$ cat src/rtl/matb_pkg.sv
// Shared constants, pipeline types and the masked adder bit cell for the A2B converter.
package matb_pkg;

   localparam int MAX_WIDTH  = 13;
   localparam int WIDTH_BITS = 4;
   localparam int RAND_BITS  = 64;
   localparam int SHIFT_BITS = WIDTH_BITS + 1;
   // bits [0, SPLIT) ripple in stage 2, bits [SPLIT, MAX_WIDTH) in stage 3
   localparam int SPLIT      = (MAX_WIDTH + 1) / 2;
   localparam int REQ_BITS   = ((2 * MAX_WIDTH + RAND_BITS + 7) / 8) * 8;
   localparam int RSP_BITS   = ((2 * MAX_WIDTH + 7) / 8) * 8;

   typedef logic [MAX_WIDTH-1:0]  word_type;
   typedef logic [WIDTH_BITS-1:0] width_type;

   // one request in flight: Boolean-masked operands, carry masks, partial sums
   typedef struct packed {
      word_type x0;
      word_type x1;
      word_type y0;
      word_type y1;
      word_type rm;     // rm[i] masks carry AND i
      word_type mask;   // low w bits set
      word_type b0;
      word_type b1;
      logic     c0;
      logic     c1;
   } work_type;

   typedef struct packed {
      logic s0;
      logic s1;
      logic c0;
      logic c1;
   } bit_res_type;

   function automatic width_type clamp_width(input width_type v);
      width_type r;
      if (v == '0) begin
         r = width_type'(1);
      end else if (v > width_type'(MAX_WIDTH)) begin
         r = width_type'(MAX_WIDTH);
      end else begin
         r = v;
      end
      return r;
   endfunction

   // One bit of the masked ripple adder. The first bit ANDs the operands directly;
   // later bits AND (x ^ y) with (x ^ carry) and fold x back in.
   function automatic bit_res_type add_bit(input logic first,
                                           input logic xa, input logic xb,
                                           input logic ya, input logic yb,
                                           input logic ca, input logic cb,
                                           input logic m);
      bit_res_type r;
      logic ta, tb, pa, pb, qa, qb, va, vb;
      ta = xa ^ ya;
      tb = xb ^ yb;
      r.s0 = ta ^ ca;
      r.s1 = tb ^ cb;
      pa = first ? xa : ta;
      pb = first ? xb : tb;
      qa = first ? ya : (xa ^ ca);
      qb = first ? yb : (xb ^ cb);
      va = (pa & qa) ^ m;
      vb = (pb & qb) ^ m ^ (pa & qb) ^ (pb & qa);
      r.c0 = first ? va : (va ^ xa);
      r.c1 = first ? vb : (vb ^ xb);
      return r;
   endfunction

endpackage

$ cat src/rtl/masked_arith_to_bool_convert.sv
// Top level: three-stage pipelined first-order masked arithmetic-to-Boolean converter.
//
//   channel | dir | handshake             | payload
//   --------+-----+-----------------------+-----------------------------------------
//   req     | in  | req_tvalid/req_tready | tdata: arith_share0, arith_share1, fresh_random
//   rsp     | out | rsp_tvalid/rsp_tready | tdata: bool_share0, bool_share1
//   csr     | in  | csr_wr_en             | csr_wr_data: width_in_use
//
// rsp_tvalid rises once the request has passed the three register stages (s1_ff,
// s2_ff and b0_ff/b1_ff); one request per cycle sustained while rsp_tready is
// high. Stage 1 masks the operands (variable shifts of the random word),
// stages 2 and 3 each ripple about half of the masked carry chain.
// reset (synchronous) empties the pipeline and sets the width to 13.
// A stall on rsp backs up stage by stage; a stage refills as soon as it moves on.
module masked_arith_to_bool_convert (
   input  logic                          clock,
   input  logic                          reset,
   input  logic                          req_tvalid,
   output logic                          req_tready,
   // [12:0] arith_share0, [25:13] arith_share1, [89:26] fresh_random, rest zero
   input  logic [matb_pkg::REQ_BITS-1:0] req_tdata,
   output logic                          rsp_tvalid,
   input  logic                          rsp_tready,
   // [12:0] bool_share0, [25:13] bool_share1, rest zero
   output logic [matb_pkg::RSP_BITS-1:0] rsp_tdata,
   input  logic                          csr_wr_en,
   input  logic [matb_pkg::WIDTH_BITS-1:0] csr_wr_data
);

   localparam int W = matb_pkg::MAX_WIDTH;

   matb_pkg::width_type csr_width_ff;

   logic               v1_ff, v2_ff, v3_ff;
   logic               en1, en2, en3;
   matb_pkg::work_type s1_ff, s1_in;
   matb_pkg::work_type s2_ff, s2_in;
   matb_pkg::word_type b0_ff, b1_ff, b0_in, b1_in;

   // input fields
   matb_pkg::word_type                 a0, a1;
   logic [matb_pkg::RAND_BITS-1:0]     rnd;
   logic [matb_pkg::RAND_BITS-1:0]     rnd_sh1, rnd_sh2;
   matb_pkg::word_type                 mask, rx, ry;

   assign a0  = req_tdata[W-1:0];
   assign a1  = req_tdata[2*W-1:W];
   assign rnd = req_tdata[2*W+matb_pkg::RAND_BITS-1:2*W];

   // width register, clamped on write
   always_ff @(posedge clock) begin
      if (reset) begin
         csr_width_ff <= matb_pkg::width_type'(matb_pkg::MAX_WIDTH);
      end else if (csr_wr_en) begin
         csr_width_ff <= matb_pkg::clamp_width(csr_wr_data);
      end
   end

   // stage advance: each stage loads when empty or when it drains downstream
   assign en3        = !v3_ff || rsp_tready;
   assign en2        = !v2_ff || en3;
   assign en1        = !v1_ff || en2;
   assign req_tready = en1;

   // stage 1: Boolean masking of both shares, pick carry mask bits
   always_comb begin
      mask    = matb_pkg::word_type'(({1'b0, {W{1'b0}}} | (W+1)'(1) << csr_width_ff) - (W+1)'(1));
      rnd_sh1 = rnd >> csr_width_ff;
      rnd_sh2 = rnd >> {csr_width_ff, 1'b0};
      rx      = rnd[W-1:0] & mask;
      ry      = rnd_sh1[W-1:0] & mask;
      s1_in.x0   = (a0 ^ rx) & mask;
      s1_in.x1   = rx;
      s1_in.y0   = (a1 ^ ry) & mask;
      s1_in.y1   = ry;
      s1_in.rm   = rnd_sh2[W-1:0];
      s1_in.mask = mask;
      s1_in.b0   = '0;
      s1_in.b1   = '0;
      s1_in.c0   = 1'b0;
      s1_in.c1   = 1'b0;
   end

   // stage 2: low bits of the masked ripple adder
   always_comb begin
      matb_pkg::bit_res_type r;
      s2_in = s1_ff;
      for (int i = 0; i < matb_pkg::SPLIT; i++) begin
         r = matb_pkg::add_bit(i == 0, s1_ff.x0[i], s1_ff.x1[i], s1_ff.y0[i], s1_ff.y1[i],
                               s2_in.c0, s2_in.c1, s1_ff.rm[i]);
         s2_in.b0[i] = r.s0;
         s2_in.b1[i] = r.s1;
         s2_in.c0    = r.c0;
         s2_in.c1    = r.c1;
      end
   end

   // stage 3: high bits, then clear everything at and above the width
   always_comb begin
      matb_pkg::bit_res_type r;
      logic                  ca, cb;
      matb_pkg::word_type    t0, t1;
      ca = s2_ff.c0;
      cb = s2_ff.c1;
      t0 = s2_ff.b0;
      t1 = s2_ff.b1;
      for (int i = matb_pkg::SPLIT; i < W; i++) begin
         r = matb_pkg::add_bit(1'b0, s2_ff.x0[i], s2_ff.x1[i], s2_ff.y0[i], s2_ff.y1[i],
                               ca, cb, s2_ff.rm[i]);
         t0[i] = r.s0;
         t1[i] = r.s1;
         ca    = r.c0;
         cb    = r.c1;
      end
      b0_in = t0 & s2_ff.mask;
      b1_in = t1 & s2_ff.mask;
   end

   always_ff @(posedge clock) begin
      if (reset) begin
         v1_ff <= 1'b0;
         v2_ff <= 1'b0;
         v3_ff <= 1'b0;
      end else begin
         if (en1) v1_ff <= req_tvalid;
         if (en2) v2_ff <= v1_ff;
         if (en3) v3_ff <= v2_ff;
      end
   end

   always_ff @(posedge clock) begin
      if (en1) s1_ff <= s1_in;
      if (en2) s2_ff <= s2_in;
      if (en3) begin
         b0_ff <= b0_in;
         b1_ff <= b1_in;
      end
   end

   assign rsp_tvalid = v3_ff;
   assign rsp_tdata  = {(matb_pkg::RSP_BITS - 2*W)'(0), b1_ff, b0_ff};

   // width register never leaves its legal range
   a_width_range: assert property (@(posedge clock) disable iff (reset)
      csr_width_ff != '0 && csr_width_ff <= matb_pkg::width_type'(matb_pkg::MAX_WIDTH))
      else $error("width register out of range");

   // back pressure reaches the input only with the whole pipeline full
   a_full_on_stall: assert property (@(posedge clock) disable iff (reset)
      !req_tready |-> (v1_ff && v2_ff && v3_ff))
      else $error("request refused with an empty stage");

   // a blocked middle stage keeps its request
   a_mid_hold: assert property (@(posedge clock) disable iff (reset)
      (v2_ff && !en3) |=> (v2_ff && $stable(s2_ff)))
      else $error("stage 2 request lost during stall");

   // result bits at and above the width are zero
   a_high_zero: assert property (@(posedge clock) disable iff (reset)
      (v2_ff && en3) |=> (((b0_ff | b1_ff) & ~$past(s2_ff.mask)) == '0))
      else $error("result bits above width not cleared");

endmodule

$ cat config.mk
export PLATFORM = sky130hd
export DESIGN_NAME = masked_arith_to_bool_convert
export DESIGN_NICKNAME = d
export VERILOG_FILES = /design/src/rtl/matb_pkg.sv /design/src/rtl/masked_arith_to_bool_convert.sv
export SDC_FILE = /design/constraint.sdc
export NUM_CORES = 1
export LEC_CHECK = 0
export ABC_CLOCK_PERIOD_IN_PS = 3700
export CAP_MARGIN = 10
export CELL_PAD_IN_SITES_DETAIL_PLACEMENT = 2
export CELL_PAD_IN_SITES_GLOBAL_PLACEMENT = 2
export CORE_ASPECT_RATIO = 0.6
export CORE_UTILIZATION = 39
export CTS_CLUSTER_SIZE = 14
export DETAILED_ROUTE_END_ITERATION = 16
export DONT_BUFFER_PORTS = 1
export MAX_ROUTING_LAYER = met4
export PLACE_DENSITY_LB_ADDON = 0.25
export SLEW_MARGIN = 20
export SYNTH_ARGS = -nofsm -noshare
export SYNTH_HDL_FRONTEND = slang
export SYNTH_SLANG_ARGS = --single-unit
$ cat constraint.sdc
create_clock -name clock -period 3.7 [get_ports clock]
set_input_delay 0.37 -clock clock [delete_from_list [all_inputs] [get_ports clock]]
set_output_delay 0.37 -clock clock [all_outputs]
set_load 0.01 [all_outputs]
==> flow_metrics.py <==
metrics = {
    "sta": {
        "slew_viol_final": 0,
        "fin_crit_ns": 4.342,
        "hold_viol": 0,
        "max-slew-margin-rel_pct": 29.90,
        "worstMarginPinSlew_ns": 1.052,
        "skew_ns": 0.01120,
        "fin_crit_sh_pct": 117.3,
        "rsz0062_at_grt": "yes",
        "setup_viol": 4,
        "fmax_mhz": 230.3,
        "layout_setup_ws_ns": -0.6418,
    },
    "cells_and_area": {
        "final_common_cell": "edfxtp_1",
        "nets": 1064,
        "final_cell_mix": "161 x edfxtp_1, 86 x buf_4, 73 x nor2_1",
        "fill_cells": 2557,
        "post-route-util_pct": 47.01,
        "areaGrowthSynthToFinish_pct": 18.36,
        "diodes": 0,
        "drive_gt1_share_pct": 25.70,
    },
    "global_route": {
        "antenna_found_initial": 0,
        "grt_use_total_pct": 25.68,
        "grt_pass1_vias": 8193,
        "grt_overflow_total": 0,
        "grt_max_degree": 86,
        "grt_pass1_wl_um": 50060,
    },
    "worst_setup_path": {
        "critPathMaxFanout": 8,
        "cp-start-kind": "register",
        "path_class": "register to register",
        "end_kind": "register",
        "arrival_ns": 4.59,
        "worstPathRequired_ns": 3.95,
        "reg2reg_slack_ns": -0.64,
    },
    "placed_design": {
        "dp_hpwl_um": 23850,
        "gp_congestion": 0.8579,
        "portBuffers": 0,
        "dp_slack_ns": -0.8036,
    },
    "logic_synthesis": {
        "ys.flop_type": "edfxtp_1",
        "synth_warnings": 0,
        "synth_top_area_share_pct": 46.08,
        "synth-compound-area-share_pct": 10.64,
        "seq_area_frac_synth_pct": 47.41,
        "muxShareOfSynthArea_pct": 13.09,
        "synth_area_leaders": "edfxtp_1 46%, mux4_2 7.7%, xnor2_1 6.3%",
        "async_flop_share_pct": 0,
        "synthXorXnorAreaFrac_pct": 10.76,
        "ys_seq_elements": 168,
        "netlist_area_sq_mm": 0.01049,
        "avgSynthCellArea_sq_um": 11.68,
        "yosys.area.top_type": "edfxtp_1",
        "synth-edff-count": 161,
        "synthAdderAreaFrac_pct": 0.9420,
        "synth_top_family_by_area": "simple AND/OR/NAND/NOR gates",
        "synthSimpleGateAreaFrac_pct": 13.90,
        "synthCells": 898,
        "ys_types": 85,
    },
    "run": {
        "maxCapViolations": 0,
    },
    "pwr": {
        "power_density_mw_per_mm2": 699.3,
        "peakVddDrop_mv": 0.2943,
        "p_leak_nw": 4.575,
    },
    "status": {
        "status": "complete, but fails checks",
        "violations": "setup timing",
    },
    "routing": {
        "vias_per_cell": 5.692,
        "dr.pass1.iters": 5,
        "drcViolationCount": 0,
        "routed_wl_um": 33100,
        "final_antenna_net_count": 0,
        "drtIter0Drc": 494,
        "wl_per_cell_um": 24.91,
        "vias": 7565,
    },
    "cts": {
        "clockRootBuffer": "clkbuf_16",
        "clk_latency_ns": 0.45,
        "ctsHtreeMaxLevel": 4,
        "clk_pin_slew_worst_paths_ns": 0.07,
        "cts_tree": "built",
        "cts.sinks": 168,
        "clockBufferDepth": 2,
        "tritoncts.num_buffers": 17,
    },
    "floorplan": {
        "initial_core_util_pct": 39.72,
        "die_h_um": 129.1,
        "dieWidth_um": 213.8,
        "core_sq_mm": 0.02642,
        "rows": 46,
        "io_pins": 139,
        "die_area_sq_mm": 0.02759,
    },
    "min_path": {
        "hold_path.class": "input pin to register",
    },
}
==> cells by family after synthesis <==
| kind of cell | after synthesis |
|---|---|
| AO/OA/AOI/OAI | 151 |
| XOR/XNOR | 117 |
| adder cells (fa/ha/maj) | 9 |
| buffers and inverters | 82 |
| flip-flops | 168 |
| multiplexers | 90 |
| other | 1 |
| AND/OR/NAND/NOR | 280 |
==> stage by stage <==
step	std cells	setup TNS, ns	power, mW	instance area [sq um]	hold slack, ns
6_report	1329	-1.728	8.685	12420	0.05281
5_1_grt	1329	-2.473	9.117	12420	0.05191
4_1_cts	1321	-1.478	8.502	12260	0.02929
3_5_place_dp	1279	-3.143	6.152	11310	0.4061
3_3_place_gp	1279	-1.430	5.914	11310	0.4022
2_1_floorplan	903	-0.1368	5.047	10550	0.4003
==> Yosys cell counts, types with 7 or more instances <==
| library cell | instances |
|---|---|
| xor2_1 | 32 |
| o21ai_0 | 35 |
| clkbuf_1 | 33 |
| nand3_1 | 14 |
| edfxtp_1 | 161 |
| mux2i_1 | 45 |
| nor2_1 | 76 |
| inv_1 | 25 |
| a31oi_1 | 7 |
| xnor2_1 | 76 |
| o211ai_1 | 19 |
| a21oi_1 | 32 |
| mux4_2 | 36 |
| nand2_1 | 54 |
| nor2b_1 | 13 |
| mux2_2 | 8 |
| nand2b_1 | 13 |
| and3_1 | 13 |
| buf_1 | 14 |
| dfxtp_1 | 7 |
| and2_1 | 47 |
| nor3_1 | 11 |
==> flip-flops by register name (all words and copies together), names as in the netlist <==
name	flops
s1_ff	77
s2_ff	58
b0_ff	13
b1_ff	13
csr_width_ff	4
rsp_tvalid	1
v1_ff	1
v2_ff	1
==> power by group <==
| group | total (mW) | internal, mW | leakage, nW | switching, mW |
|---|---|---|---|---|
| logic | 3.78 | 1.94 | 2.51 | 1.83 |
| registers | 3.02 | 2.64 | 1.77 | 0.377 |
| clock network | 1.89 | 1.07 | 0.292 | 0.821 |
==> final timing paths <==
kind	depth (start not counted)	endpoint	startpoint
hold reg to reg	0	s2_ff[79]	s1_ff[79]
setup reg to reg	15	s2_ff[0]	s1_ff[80]
setup / recovery	15	s2_ff[0]	s1_ff[80]
hold / removal	2	csr_width_ff[2]	reset
==> layout make-up <==
| type | count | area, sq um | share of cell area, % |
|---|---|---|---|
| Tap cell | 360 | 450.4 | 3.627 |
| Clock inverter | 13 | 166.4 | 1.340 |
| Timing Repair Buffer | 90 | 689.4 | 5.551 |
| Multi-Input combinational cell | 653 | 5602 | 45.10 |
| Clock buffer | 19 | 432.9 | 3.486 |
| Inverter | 26 | 97.59 | 0.7858 |
| Sequential cell | 168 | 4981 | 40.11 |
==> per-layer routing <==
layer | part of all wire (%) | GRT usage, % | wire length [um]
met1 | 46 | 34.15 | 15140
met2 | 47 | 39.65 | 15650
met3 | 5.8 | 6.326 | 1916
met4 | 1.2 | 5.840 | 390
met5 | 0 | - | 0
==> critical path, cell delays in order (launching register included) <==
cell       delay [ns]
edfxtp_1         0.44
ha_2             0.22
xnor2_2          0.15
xnor3_1          0.28
maj3_2           0.38
xnor2_4          0.23
mux2i_4          0.12
xnor2_4          0.29
o31a_1           0.26
nand3_4          0.22
xnor2_4          0.24
a32oi_2          0.16
a22oi_2          0.49
o221a_2          0.29
nand4_1          0.12
a2111oi_2        0.25
==> what timing repair did <==
action / 4_1_cts / 5_1_grt
setup buffers: 9 / 8
resized for setup: 43 / 18
setup endpoints to repair: 7 / 7
hold endpoints to repair: 4 / 0
hold buffers: 1 / 0
pin swaps: 16 / 10
Note: power is estimated with default switching activity, not from simulation.
